$ cat config.mk
export PLATFORM = sky130hd
export DESIGN_NAME = chunked_buffer_channel_flat
export DESIGN_NICKNAME = d
export VERILOG_FILES = /design/src/hw/rtl/chb_pkg.sv /design/src/hw/rtl/chb_if.sv /design/src/hw/rtl/chb_ctrl.sv /design/src/hw/rtl/chb_store.sv /design/src/hw/rtl/chb_outq.sv /design/src/hw/rtl/chunked_buffer_channel.sv /design/src/flat_wrapper.sv
export SDC_FILE = /design/constraint.sdc
export NUM_CORES = 2
export LEC_CHECK = 0
export BUFFER_PORTS_ARGS = -buffer_cell sky130_fd_sc_hd__buf_2
export CORE_AREA = 2 2 433 435
export DETAILED_ROUTE_END_ITERATION = 6
export DIE_AREA = 0 0 435 437
export GPL_TIMING_DRIVEN = 0
export PLACE_DENSITY_LB_ADDON = 0.25
export SLEW_MARGIN = 20
export SYNTH_ARGS = -nofsm -noshare
export SYNTH_HDL_FRONTEND = slang
export SYNTH_SLANG_ARGS = --single-unit
$ cat constraint.sdc
create_clock -name clk -period 5 [get_ports clk]
set_clock_uncertainty 0.2 [all_clocks]
set_input_delay 0.5 -clock clk [delete_from_list [all_inputs] [get_ports clk]]
set_output_delay 0.5 -clock clk [all_outputs]
set_load 0.05 [all_outputs]
$ cat src/hw/rtl/chb_pkg.sv
package chb_pkg;

    // Pool geometry
    localparam int CHUNK_WORDS = 16;
    localparam int CHUNK_COUNT = 3;
    localparam int RING_DEPTH  = 5;

    localparam int CHUNK_W     = $clog2(CHUNK_COUNT);
    localparam int POS_W       = $clog2(CHUNK_WORDS);
    localparam int RING_W      = $clog2(RING_DEPTH);
    localparam int FILL_W      = $clog2(RING_DEPTH + 1);
    localparam int COUNT_W     = $clog2(CHUNK_COUNT + 1);
    localparam int STORE_DEPTH = CHUNK_COUNT * CHUNK_WORDS;
    localparam int ADDR_W      = $clog2(STORE_DEPTH);

    // Result queue behind the store read stage
    localparam int QDEPTH = 3;
    localparam int QPTR_W = $clog2(QDEPTH);
    localparam int QCNT_W = $clog2(QDEPTH + 1);

    // Access kinds and status codes
    localparam logic FUNC_WRITE     = 1'b0;
    localparam logic FUNC_READ      = 1'b1;
    localparam logic STATUS_DONE    = 1'b0;
    localparam logic STATUS_BLOCKED = 1'b1;

    typedef logic signed [31:0] word_t;
    typedef logic [CHUNK_W-1:0] chunk_t;
    typedef logic [POS_W-1:0]   pos_t;
    typedef logic [RING_W-1:0]  ring_idx_t;
    typedef logic [ADDR_W-1:0]  addr_t;

    // Command to the chunk store
    typedef struct packed {
        logic  wr_en;
        logic  rd_en;
        addr_t addr;
        word_t wdata;
    } mem_cmd_t;

    // Per-access outcome handed to the result side
    typedef struct packed {
        logic valid;
        logic status;
        logic closed;
        logic is_read;
    } issue_t;

    // One queued result
    typedef struct packed {
        logic  status;
        word_t word;
        logic  closed;
    } result_t;

    function automatic ring_idx_t ring_inc(input ring_idx_t idx);
        ring_idx_t nxt;
        if (idx == RING_W'(RING_DEPTH - 1)) begin
            nxt = '0;
        end else begin
            nxt = idx + 1'b1;
        end
        return nxt;
    endfunction

    function automatic addr_t word_addr(input chunk_t chunk, input pos_t pos);
        addr_t a;
        a = ADDR_W'(chunk) * ADDR_W'(CHUNK_WORDS) + ADDR_W'(pos);
        return a;
    endfunction

endpackage

$ cat src/hw/rtl/chb_if.sv
// Access request channel
interface chb_req_if;
    logic          valid;
    logic          ready;
    logic          func;
    chb_pkg::word_t write_word;

    modport source (output valid, output func, output write_word, input ready);
    modport sink   (input valid, input func, input write_word, output ready);
endinterface

// Access result channel
interface chb_rsp_if;
    logic          valid;
    logic          ready;
    logic          status;
    chb_pkg::word_t read_word;
    logic          chunk_closed;

    modport source (output valid, output status, output read_word, output chunk_closed,
                    input ready);
    modport sink   (input valid, input status, input read_word, input chunk_closed,
                    output ready);
endinterface

$ cat src/hw/rtl/chb_ctrl.sv
module chb_ctrl (
    input  logic              clk,
    input  logic              rst_n,
    input  logic              accept,
    input  logic              func,
    input  chb_pkg::word_t    write_word,
    output chb_pkg::mem_cmd_t cmd,
    output chb_pkg::issue_t   issue
);

    chb_pkg::chunk_t                free_link_reg [chb_pkg::CHUNK_COUNT];
    chb_pkg::chunk_t                ready_ring_reg [chb_pkg::RING_DEPTH];

    chb_pkg::chunk_t                free_head_reg, free_head_next;
    logic [chb_pkg::COUNT_W-1:0]    free_len_reg, free_len_next;
    logic [chb_pkg::COUNT_W-1:0]    handed_reg, handed_next;
    chb_pkg::ring_idx_t             ring_head_reg, ring_head_next;
    chb_pkg::ring_idx_t             ring_tail_reg, ring_tail_next;
    logic [chb_pkg::FILL_W-1:0]     ring_fill_reg, ring_fill_next;
    chb_pkg::chunk_t                writer_chunk_reg, writer_chunk_next;
    logic                           writer_active_reg, writer_active_next;
    chb_pkg::pos_t                  writer_pos_reg, writer_pos_next;
    chb_pkg::chunk_t                reader_chunk_reg, reader_chunk_next;
    logic                           reader_active_reg, reader_active_next;
    chb_pkg::pos_t                  reader_pos_reg, reader_pos_next;

    logic                           link_we;
    logic                           ring_we;

    // Decide the access and the next pool state
    always_comb
    begin
        chb_pkg::chunk_t w_chunk;
        chb_pkg::pos_t   w_pos;
        logic            w_ok;
        logic            w_last;
        logic            from_free;
        logic            from_new;
        chb_pkg::chunk_t r_chunk;
        chb_pkg::pos_t   r_pos;
        logic            r_last;

        free_head_next     = free_head_reg;
        free_len_next      = free_len_reg;
        handed_next        = handed_reg;
        ring_head_next     = ring_head_reg;
        ring_tail_next     = ring_tail_reg;
        ring_fill_next     = ring_fill_reg;
        writer_chunk_next  = writer_chunk_reg;
        writer_active_next = writer_active_reg;
        writer_pos_next    = writer_pos_reg;
        reader_chunk_next  = reader_chunk_reg;
        reader_active_next = reader_active_reg;
        reader_pos_next    = reader_pos_reg;
        link_we            = 1'b0;
        ring_we            = 1'b0;

        cmd.wr_en  = 1'b0;
        cmd.rd_en  = 1'b0;
        cmd.addr   = '0;
        cmd.wdata  = write_word;

        issue.valid   = accept;
        issue.status  = chb_pkg::STATUS_BLOCKED;
        issue.closed  = 1'b0;
        issue.is_read = (func == chb_pkg::FUNC_READ);

        w_chunk   = writer_chunk_reg;
        w_pos     = writer_pos_reg;
        w_ok      = 1'b1;
        from_free = 1'b0;
        from_new  = 1'b0;
        r_chunk   = reader_chunk_reg;
        r_pos     = reader_pos_reg;

        // Write: take a chunk if none is open, then store one word
        if (!writer_active_reg) begin
            if (free_len_reg != '0) begin
                w_chunk   = free_head_reg;
                from_free = 1'b1;
            end else if (handed_reg < chb_pkg::COUNT_W'(chb_pkg::CHUNK_COUNT)) begin
                w_chunk  = handed_reg[chb_pkg::CHUNK_W-1:0];
                from_new = 1'b1;
            end else begin
                w_ok = 1'b0;
            end
            w_pos = '0;
        end
        w_last = (w_pos == chb_pkg::POS_W'(chb_pkg::CHUNK_WORDS - 1));
        if (w_last && ring_fill_reg == chb_pkg::FILL_W'(chb_pkg::RING_DEPTH)) begin
            w_ok = 1'b0;
        end

        // Read: open the oldest ready chunk if none is open
        if (!reader_active_reg) begin
            r_chunk = ready_ring_reg[ring_head_reg];
            r_pos   = '0;
        end
        r_last = (r_pos == chb_pkg::POS_W'(chb_pkg::CHUNK_WORDS - 1));

        if (accept && func == chb_pkg::FUNC_WRITE && w_ok) begin
            issue.status = chb_pkg::STATUS_DONE;
            cmd.wr_en    = 1'b1;
            cmd.addr     = chb_pkg::word_addr(w_chunk, w_pos);
            if (from_free) begin
                free_head_next = free_link_reg[w_chunk];
                free_len_next  = free_len_reg - 1'b1;
            end
            if (from_new) begin
                handed_next = handed_reg + 1'b1;
            end
            writer_chunk_next = w_chunk;
            if (w_last) begin
                ring_we            = 1'b1;
                ring_tail_next     = chb_pkg::ring_inc(ring_tail_reg);
                ring_fill_next     = ring_fill_reg + 1'b1;
                writer_active_next = 1'b0;
                writer_pos_next    = '0;
                issue.closed       = 1'b1;
            end else begin
                writer_active_next = 1'b1;
                writer_pos_next    = w_pos + 1'b1;
            end
        end

        if (accept && func == chb_pkg::FUNC_READ
            && (reader_active_reg || ring_fill_reg != '0)) begin
            issue.status = chb_pkg::STATUS_DONE;
            cmd.rd_en    = 1'b1;
            cmd.addr     = chb_pkg::word_addr(r_chunk, r_pos);
            if (!reader_active_reg) begin
                ring_head_next = chb_pkg::ring_inc(ring_head_reg);
                ring_fill_next = ring_fill_reg - 1'b1;
            end
            reader_chunk_next = r_chunk;
            if (r_last) begin
                link_we            = 1'b1;
                free_head_next     = r_chunk;
                free_len_next      = free_len_reg + 1'b1;
                reader_active_next = 1'b0;
                reader_pos_next    = '0;
                issue.closed       = 1'b1;
            end else begin
                reader_active_next = 1'b1;
                reader_pos_next    = r_pos + 1'b1;
            end
        end
    end

    // Advance the pool state
    always_ff @(posedge clk or negedge rst_n)
    begin
        if (!rst_n) begin
            free_head_reg     <= '0;
            free_len_reg      <= '0;
            handed_reg        <= '0;
            ring_head_reg     <= '0;
            ring_tail_reg     <= '0;
            ring_fill_reg     <= '0;
            writer_chunk_reg  <= '0;
            writer_active_reg <= 1'b0;
            writer_pos_reg    <= '0;
            reader_chunk_reg  <= '0;
            reader_active_reg <= 1'b0;
            reader_pos_reg    <= '0;
        end else begin
            free_head_reg     <= free_head_next;
            free_len_reg      <= free_len_next;
            handed_reg        <= handed_next;
            ring_head_reg     <= ring_head_next;
            ring_tail_reg     <= ring_tail_next;
            ring_fill_reg     <= ring_fill_next;
            writer_chunk_reg  <= writer_chunk_next;
            writer_active_reg <= writer_active_next;
            writer_pos_reg    <= writer_pos_next;
            reader_chunk_reg  <= reader_chunk_next;
            reader_active_reg <= reader_active_next;
            reader_pos_reg    <= reader_pos_next;
        end
    end

    // Link a freed chunk and queue a full one; no reset, written before read
    always_ff @(posedge clk)
    begin
        if (link_we) begin
            free_link_reg[reader_chunk_next] <= free_head_reg;
        end
        if (ring_we) begin
            ready_ring_reg[ring_tail_reg] <= writer_chunk_next;
        end
    end

endmodule

$ cat src/hw/rtl/chb_store.sv
module chb_store (
    input  logic              clk,
    input  chb_pkg::mem_cmd_t cmd,
    output chb_pkg::word_t    rdata
);

    chb_pkg::word_t mem [chb_pkg::STORE_DEPTH];
    chb_pkg::word_t rdata_reg;

    // Write one word or read one word into the output register
    always_ff @(posedge clk)
    begin
        if (cmd.wr_en) begin
            mem[cmd.addr] <= cmd.wdata;
        end
        if (cmd.rd_en) begin
            rdata_reg <= mem[cmd.addr];
        end
    end

    assign rdata = rdata_reg;

endmodule

$ cat src/hw/rtl/chb_outq.sv
module chb_outq (
    input  logic            clk,
    input  logic            rst_n,
    input  chb_pkg::issue_t issue,
    input  chb_pkg::word_t  rdata,
    output logic            room,
    output logic            out_valid,
    input  logic            out_ready,
    output chb_pkg::result_t out_data
);

    chb_pkg::result_t            q_reg [chb_pkg::QDEPTH];
    logic                        p_valid_reg;
    logic                        p_status_reg;
    logic                        p_closed_reg;
    logic                        p_is_read_reg;
    logic [chb_pkg::QPTR_W-1:0]  wr_ptr_reg, wr_ptr_next;
    logic [chb_pkg::QPTR_W-1:0]  rd_ptr_reg, rd_ptr_next;
    logic [chb_pkg::QCNT_W-1:0]  cnt_reg, cnt_next;
    logic [chb_pkg::QCNT_W:0]    occupancy;
    logic                        push;
    logic                        pop;
    chb_pkg::result_t            push_data;

    // Accept only while every in-flight access has a queue slot
    assign occupancy = {1'b0, cnt_reg} + {{chb_pkg::QCNT_W{1'b0}}, p_valid_reg};
    assign room      = (occupancy < (chb_pkg::QCNT_W + 1)'(chb_pkg::QDEPTH));

    assign push = p_valid_reg;
    assign pop  = out_valid && out_ready;

    // Merge the store data into the result of a completed read
    always_comb
    begin
        push_data.status = p_status_reg;
        push_data.closed = p_closed_reg;
        if (p_is_read_reg && p_status_reg == chb_pkg::STATUS_DONE) begin
            push_data.word = rdata;
        end else begin
            push_data.word = '0;
        end
    end

    // Advance queue pointers
    always_comb
    begin
        wr_ptr_next = wr_ptr_reg;
        rd_ptr_next = rd_ptr_reg;
        cnt_next    = cnt_reg;
        if (push) begin
            if (wr_ptr_reg == chb_pkg::QPTR_W'(chb_pkg::QDEPTH - 1)) begin
                wr_ptr_next = '0;
            end else begin
                wr_ptr_next = wr_ptr_reg + 1'b1;
            end
        end
        if (pop) begin
            if (rd_ptr_reg == chb_pkg::QPTR_W'(chb_pkg::QDEPTH - 1)) begin
                rd_ptr_next = '0;
            end else begin
                rd_ptr_next = rd_ptr_reg + 1'b1;
            end
        end
        if (push && !pop) begin
            cnt_next = cnt_reg + 1'b1;
        end else if (pop && !push) begin
            cnt_next = cnt_reg - 1'b1;
        end
    end

    always_ff @(posedge clk or negedge rst_n)
    begin
        if (!rst_n) begin
            p_valid_reg <= 1'b0;
            wr_ptr_reg  <= '0;
            rd_ptr_reg  <= '0;
            cnt_reg     <= '0;
        end else begin
            p_valid_reg <= issue.valid;
            wr_ptr_reg  <= wr_ptr_next;
            rd_ptr_reg  <= rd_ptr_next;
            cnt_reg     <= cnt_next;
        end
    end

    // Hold the access outcome while the store read completes
    always_ff @(posedge clk)
    begin
        p_status_reg  <= issue.status;
        p_closed_reg  <= issue.closed;
        p_is_read_reg <= issue.is_read;
        if (push) begin
            q_reg[wr_ptr_reg] <= push_data;
        end
    end

    assign out_valid = (cnt_reg != '0);
    assign out_data  = q_reg[rd_ptr_reg];

endmodule

$ cat src/hw/rtl/chunked_buffer_channel.sv
// A result passes the store read register and then the result queue before it is offered.
// Throughput: one access per cycle while ready is high; the pool state updates in the transfer cycle.
// A three-entry result queue after the store read register keeps ready high
// while at most two results are queued or in flight.
// Reset (rst_n low, asynchronous) empties the pool, ring and queue; the chunk
// store, free links and ring slots are not cleared and are written before use.
module chunked_buffer_channel (
    input  logic            clk,
    input  logic            rst_n,
    chb_req_if.sink         req,
    chb_rsp_if.source       rsp
);

    chb_pkg::mem_cmd_t  cmd;
    chb_pkg::issue_t    issue;
    chb_pkg::word_t     rdata;
    chb_pkg::result_t   out_data;
    logic               room;
    logic               accept;

    assign req.ready = room;
    assign accept    = req.valid && room;

    chb_ctrl u_ctrl (
        .clk        (clk),
        .rst_n      (rst_n),
        .accept     (accept),
        .func       (req.func),
        .write_word (req.write_word),
        .cmd        (cmd),
        .issue      (issue)
    );

    chb_store u_store (
        .clk   (clk),
        .cmd   (cmd),
        .rdata (rdata)
    );

    chb_outq u_outq (
        .clk       (clk),
        .rst_n     (rst_n),
        .issue     (issue),
        .rdata     (rdata),
        .room      (room),
        .out_valid (rsp.valid),
        .out_ready (rsp.ready),
        .out_data  (out_data)
    );

    assign rsp.status       = out_data.status;
    assign rsp.read_word    = out_data.word;
    assign rsp.chunk_closed = out_data.closed;

endmodule

$ cat src/flat_wrapper.sv
// flat-port wrapper written by rule: the top's interface ports become plain ports
module chunked_buffer_channel_flat 
  (clk, rst_n, req_valid, req_func, req_write_word, req_ready, rsp_valid, rsp_status, rsp_read_word, rsp_chunk_closed, rsp_ready);
  chb_req_if req_i ();
  chb_rsp_if rsp_i ();
  input  logic clk;
  input  logic rst_n;
  input wire logic [$bits(req_i.valid)-1:0] req_valid;
  input wire logic [$bits(req_i.func)-1:0] req_func;
  input wire logic [$bits(req_i.write_word)-1:0] req_write_word;
  output wire logic [$bits(req_i.ready)-1:0] req_ready;
  output wire logic [$bits(rsp_i.valid)-1:0] rsp_valid;
  output wire logic [$bits(rsp_i.status)-1:0] rsp_status;
  output wire logic [$bits(rsp_i.read_word)-1:0] rsp_read_word;
  output wire logic [$bits(rsp_i.chunk_closed)-1:0] rsp_chunk_closed;
  input wire logic [$bits(rsp_i.ready)-1:0] rsp_ready;
  assign req_i.valid = req_valid;
  assign req_i.func = req_func;
  assign req_i.write_word = req_write_word;
  assign req_ready = req_i.ready;
  assign rsp_valid = rsp_i.valid;
  assign rsp_status = rsp_i.status;
  assign rsp_read_word = rsp_i.read_word;
  assign rsp_chunk_closed = rsp_i.chunk_closed;
  assign rsp_i.ready = rsp_ready;
  chunked_buffer_channel u_core (.clk(clk), .rst_n(rst_n), .req(req_i), .rsp(rsp_i));
endmodule
# Word-level counts from Yosys, hierarchy flattened

Memories as Yosys holds them, arrays and structs flattened. A register that Yosys moved wholly into a read port is not among the register bits.
Index checks and enable logic that the tools add are counted.

Flip-flop bits (word level): 39
Bits in writable memories: 1654
Latch bits: 0
Memories: 4
Logic and storage cells: 128
ROM bits: 0

Memories:

| name                         | words | bits a word | rd ports | clocked after memory_dff | write ports | line           | text |
|---|---|---|---|---|---|---|---|
| u_core.u_store.mem           | 48    | 32          | 1        | 1                        | 1           | chb_store.sv:7 | `chb_pkg::word_t mem [chb_pkg::STORE_DEPTH];` |
| u_core.u_outq.q_reg          | 3     | 34          | 1        | 0                        | 1           | chb_outq.sv:12 | `chb_pkg::result_t q_reg [chb_pkg::QDEPTH];` |
| u_core.u_ctrl.ready_ring_reg | 5     | 2           | 1        | 0                        | 1           | chb_ctrl.sv:12 | `chb_pkg::chunk_t ready_ring_reg [chb_pkg::RING_DEPTH];` |
| u_core.u_ctrl.free_link_reg  | 3     | 2           | 1        | 0                        | 1           | chb_ctrl.sv:11 | `chb_pkg::chunk_t free_link_reg [chb_pkg::CHUNK_COUNT];` |

$mul: 0
Div/mod/pow operators: 0
Eq/ne operators: 7
Add/sub/neg operators: 16
Bitwise operators: 3
Magnitude comparators: 2
Multiplexer cells: 57
Reduce and logical (&&, ||, !) cells: 20
Shift-type cells: 0

Operator list:

| kind                                                                          | number |
|---|---|
| 2-bit 2-to-1 mux                                                              | 19 |
| 32-bit 2-to-1 mux                                                             | 1 |
| 1-bit 2-to-1 mux                                                              | 25 |
| 3-bit 2-to-1 mux                                                              | 6 |
| 4-bit 2-to-1 mux                                                              | 4 |
| 6-bit by 4-bit adder with 6-bit output                                        | 2 |
| 2-bit by 1-bit adder with 2-bit output (second input constant)                | 5 |
| 1-bit logical AND                                                             | 10 |
| 3-bit by 1-bit adder with 3-bit output (second input constant)                | 3 |
| 3-bit == test (second input constant)                                         | 3 |
| 4-bit by 1-bit adder with 4-bit output (second input constant)                | 2 |
| 4-bit == test (second input constant)                                         | 2 |
| 7-bit 2-to-1 mux                                                              | 1 |
| 6-bit 2-to-1 mux                                                              | 1 |
| 2-bit AND reduction                                                           | 3 |
| 2-bit nonzero test                                                            | 3 |
| 2-bit == test (second input constant)                                         | 2 |
| 2-bit by 1-bit subtractor with 2-bit output (second input constant)           | 2 |
| 2-bit by 1-bit adder with 3-bit output                                        | 1 |
| 3-bit by 2-bit less-than comparator with 1-bit output (second input constant) | 1 |
| 1-bit inverter                                                                | 3 |
| 3-bit nonzero test                                                            | 1 |
| 3-bit by 1-bit subtractor with 3-bit output (second input constant)           | 1 |
| 1-bit zero test                                                               | 2 |
| other kinds (2)                                                               | 2 |

# Longest topological paths before layout

Word-level depth: 9
Gate-level depth with buffers: 14

# Hierarchy

A second synthesis with hierarchy kept.

Cell total of the unflattened synthesis: 3779
Area total of the unflattened synthesis: 66856.6 um2

Modules (own cells, without submodules):

| module                 | cells an instance | area an instance (um2) | times used |
|---|---|---|---|
| chb_store              | 3231              | 59818.6                | 1 |
| chb_outq               | 284               | 4416.7                 | 1 |
| chb_ctrl               | 263               | 2615.0                 | 1 |
| chunked_buffer_channel | 1                 | 6.3                    | 1 |

# Worst setup path after synthesis

Ideal clock, no wire load.

Path kind: register to register
Start point: reg u_core.u_outq.p_valid_reg
End point: mem u_core.u_store.mem[22][0] (netlist name) (enable)
Data required time: 4379 ps
Slack: -59 ps
Clock period less this slack: 5059 ps
Buffers on the path: 3
Cell stages (with the launch flop): 14
Setup time: 421 ps
Arrival: 4437 ps
Path through: dfrtp_1 ha_1 ha_1 a21oi_2 nand2_1 or3_1 clkbuf_1 inv_2 nand3_2 o21a_1 or3_1 buf_2 buf_2 nor2_1

Longest elaborated chain between the ends: 8

RTL lines:

| what                                                      | line                         | text |
|---|---|---|
| start, declared                                           | chb_outq.sv:13               | `logic p_valid_reg;` |
| start signal, assigned                                    | chb_outq.sv:79               | `p_valid_reg <= issue.valid;` |
| 2-bit by 1-bit adder with 3-bit output (*)                | chb_outq.sv:26               | `assign occupancy = {1'b0, cnt_reg} + {{chb_pkg::QCNT_W{1'b0}}, p_valid_reg};` |
| 3-bit by 2-bit less-than comparator with 1-bit output (*) | chb_outq.sv:27               | `assign room = (occupancy < (chb_pkg::QCNT_W + 1)'(chb_pkg::QDEPTH));` |
| via req_ready                                             | flat_wrapper.sv:11           | `output wire logic [$bits(req_i.ready)-1:0] req_ready;` |
| 1-bit logical AND (*)                                     | chunked_buffer_channel.sv:22 | `assign accept = req.valid && room;` |
| 1-bit logical AND (2 in series)                           | chb_ctrl.sv:101              | `if (accept && func == chb_pkg::FUNC_WRITE && w_ok) begin` |
| 1-bit 2-to-1 mux                                          | chb_ctrl.sv:101              |  |
| 1-bit 2-to-1 mux                                          | chb_store.sv:13              | `if (cmd.wr_en) begin` |
| 1-bit 2-to-1 mux (implied by the code)                    | chb_store.sv:14              | `mem[cmd.addr] <= cmd.wdata;` |
| end, declared                                             | chb_store.sv:7               |  |

Mark *: on every way through the listed nets, which the timed path passes. The rest lies on a longest branch.

# Worst setup path after layout

Start point: reg u_core.u_ctrl.writer_active_reg
End point: reg u_core.u_store.rdata_reg[22] (netlist: u_core.u_store.rdata[22]), read port of u_core.u_store.mem (data pin)

Longest elaborated chain between the ends: 7

RTL lines:

| what                                                                           | line            | text |
|---|---|---|
| start, declared                                                                | chb_ctrl.sv:21  | `logic writer_active_reg, writer_active_next;` |
| start signal, assigned                                                         | chb_ctrl.sv:174 | `writer_active_reg <= writer_active_next;` |
| branches (longest 5 deep; another with 6-bit by 4-bit adder with 6-bit output) | n/a             |  |
| 6-bit 2-to-1 mux (*)                                                           | chb_ctrl.sv:101 |  |
| 7-bit 2-to-1 mux (*)                                                           | chb_ctrl.sv:126 | `if (accept && func == chb_pkg::FUNC_READ` |
| end, declared                                                                  | chb_store.sv:8  | `chb_pkg::word_t rdata_reg;` |

Every way passes the cells marked *.
A chain may end at the register's enable or synchronous reset.

==> results.cfg <==
[status]
status = finished, violations left
violations = setup timing

[timing]
max_freq_mhz = 196
slew_headroom_pct = 13.8
tightest_slew_ns = 1.29
period_minus_slack_ns = 5.09
finalCritPeriodShare_pct = 102
maxSlewViolCount = 0
setup_viol = 22
rsz0062_at_grt = true
postLayoutSetupSlackWorst_ns = -0.0906
finalHoldViolations = 0

[final_layout]
layout-drive-gt1-share_pct = 19.6
layout.nets = 4169
syn_to_final_growth_pct = 19.8
mostFrequentLayoutCells = edfxtp_1 (1,686), nand2_1 (365), a22oi_1 (254)
largest_register_ffs = 1536
final_common_cell = edfxtp_1
fin_cells = 6748
post-route-util_pct = 41.9

[die]
initial_utilization_pct = 35.0
die_h_um = 437
die_w_um = 435
dieArea_um2 = 190000
io_pins = 73
core_area_um2 = 185000
num_rows = 158

[power_and_ir_drop]
total_power_w = 0.0403
irDropWorstVdd_uv = 406
intPower_w = 0.0264
p_leak_nw = 24.7
swShare_pct = 34.5
powerDensity_nw_per_um2 = 520
seq_power_share_pct = 41.7
combinationalPowerShare_pct = 27.4
switchingPower_w = 0.0139
clock_power_share_pct = 30.9

[placement]
portBuffers = 72
place_hpwl_mm = 153
gp_congestion = 0.931
dp_cells = 6356

[grt]
grt_max_degree = 49
gr-total-overflow = 0
antenna_found_initial = 23
grt_pass1_vias = 36800
grt_pass1_wl_mm = 307
track_usage_pct = 23.4

[routing]
via_per_inst = 5.81
drtPass1Iterations = 7
drt_wl_total_mm = 229
ant_nets = 0
drc = 0
vias = 39200
first_iter_violations = 6698
wl_per_cell_um = 33.9

[synthesis]
syn_inst = 3692
async_flop_share_pct = 2.09
synth_top_family_by_area = compound AO/OA/AOI/OAI gates
synth-compound-area-share_pct = 8.49
synthXorXnorAreaFrac_pct = 0.108
synth_area_um2 = 64700
synth_edf_count = 1686
synth.area.mux_share_pct = 4.67
synthAdderAreaFrac_pct = 0.290
ys_ff_latch = 1725
synth_nets = 3744
seq_area_frac_synth_pct = 79.7
yosys.area_share.simple_pct = 5.03
ys.flop_type = edfxtp_1
ys_warn_count = 0
synth_cell_types = 72
postSynthAreaPerCell_um2 = 17.5

[setup_path]
crit_fanout = 10
timing.rr.end = u_core.u_store.rdata[22]
end_kind = flop
r2r_cells = 13
critPathKind = reg2reg
cp.required_ns = 5.18
cp.arrival_ns = 5.27
start_kind = flop
r2r-start = u_core.u_ctrl.writer_active_reg
rrSetupSlack_ns = -0.09

[cts]
clk_path_buf_depth = 3
cts-root-buf = clkbuf_16
clk_pin_slew_worst_paths_ns = 0.06
cts.sinks = 1725
cts_tree = built
cts_max_level = 4
cts_buffers = 174
clock_latency_ns = 0.81

[worst_hold_path]
hp-class = in2reg
hp-start = req_write_word[22]
worstHoldPathCells = 1
min_to = u_core.u_store.mem[2][22]

[flow_run]
cap_violations = 0
kinds of logic (layout without fill, tap and decap cells):
group / after synthesis / after routing
muxes: 225 / 225
DFF: 1725 / 1725
adders and majority gates: 15 / 15
other: 0 / 7
and+or+nand+nor: 708 / 708
AOI/OAI and AO/OA: 776 / 776
buffers and inverters: 235 / 804
xor gates and xnor gates: 8 / 8
synthesized netlist by cell type, drive strengths merged, types with 56 or more instances:
library cell / instances / area (um^2)
a222oi: 87 / 871
edfxtp: 1686 / 50600
mux2i: 115 / 1150
nand2: 370 / 1390
a22oi: 254 / 1910
buf: 106 / 593
a21oi: 148 / 744
o21ai: 127 / 647
nor2: 79 / 299
nand4: 81 / 507
nand3: 77 / 395
mux4: 56 / 1260
clkbuf: 109 / 409
final cells by class:
type                            instances  area [um^2]
Fill cell                           16500       108000
Sequential cell                      1725        51600
Multi-Input combinational cell       1732        12600
Clock buffer                          229         4640
Timing Repair Buffer                  249         3620
Tap cell                             2480         3100
Buffer                                215         1130
Clock inverter                         91          709
Inverter                               20         80.1
Antenna cell                            7         17.5
power groups by stage:
stage / combinational, W / clock (W) / sequential [W]
floorplan: 0.00534 / 0 / 0.0171
finish: 0.0110 / 0.0125 / 0.0168
CTS: 0.0105 / 0.0126 / 0.0168
detailed placement: 0.0104 / 0 / 0.0171
global route: 0.0113 / 0.0131 / 0.0169
global placement: 0.0101 / 0 / 0.0172
per-stage QoR:
step           instance area (um^2)  setup TNS, ns  hold WS, ns  setup slack [ns]
3_3_place_gp                  68200       -5074.59        0.261             -3.81
2_1_floorplan                 64700         -22.63      0.00441           -0.0586
3_5_place_dp                  71200        -568.69        0.265             -1.00
6_report                      77500         -0.392       0.0651           -0.0906
4_1_cts                       77000         -0.656       0.0623           -0.0687
5_1_grt                       77500         -0.310       0.0474           -0.0169
worst max-delay path, stage by stage, from the launching register on:
cell and delay [ns]:
dfrtp_1 0.39, buf_2 0.18, buf_2 0.20, and2_1 0.20, ha_2 0.22, and4_4 0.21
and3_1 0.22, or4_4 0.47, buf_6 0.17, o211ai_1 0.47, nor2_1 0.12, clkbuf_1 0.58
a21oi_4 0.54, nand4_1 0.48
per-layer routing:
layer / up-vias / GRT usage [%] / share of wire, %
met5: - / 0.0504 / 0.050
met4: 16 / 10.9 / 5.3
met1: 20100 / 30.2 / 37
li1: 15800 / - / -
met2: 2711 / 35.2 / 44
met3: 608 / 8.56 / 13
what timing repair did:
item                                   in CTS  in global routing
gates resized for setup                    57                 68
hold buffers                                3                  3
endpoints found under the hold margin      41                 45
cloned                                      0                  0
buffers inserted                           38                 18
setup endpoints to repair                1497                617
pin swaps                                  38                 23
worst max path at each step:
stage                                    start                         end  slack [ns]  depth (start not counted)
6_report       u_core.u_ctrl.writer_active_reg    u_core.u_store.rdata[22]       -0.09                         13
5_1_grt        u_core.u_ctrl.writer_active_reg    u_core.u_store.rdata[10]       -0.02                         14
4_1_cts        u_core.u_ctrl.writer_active_reg    u_core.u_store.rdata[16]       -0.07                         13
3_5_place_dp   u_core.u_ctrl.writer_active_reg  u_core.u_store.mem[38][18]       -1.00                         13
3_3_place_gp         u_core.u_outq.p_valid_reg  u_core.u_store.mem[39][18]       -3.81                         11
2_1_floorplan        u_core.u_outq.p_valid_reg   u_core.u_store.mem[22][0]       -0.06                         13
No activity file was read; power rests on OpenSTA's default activity.
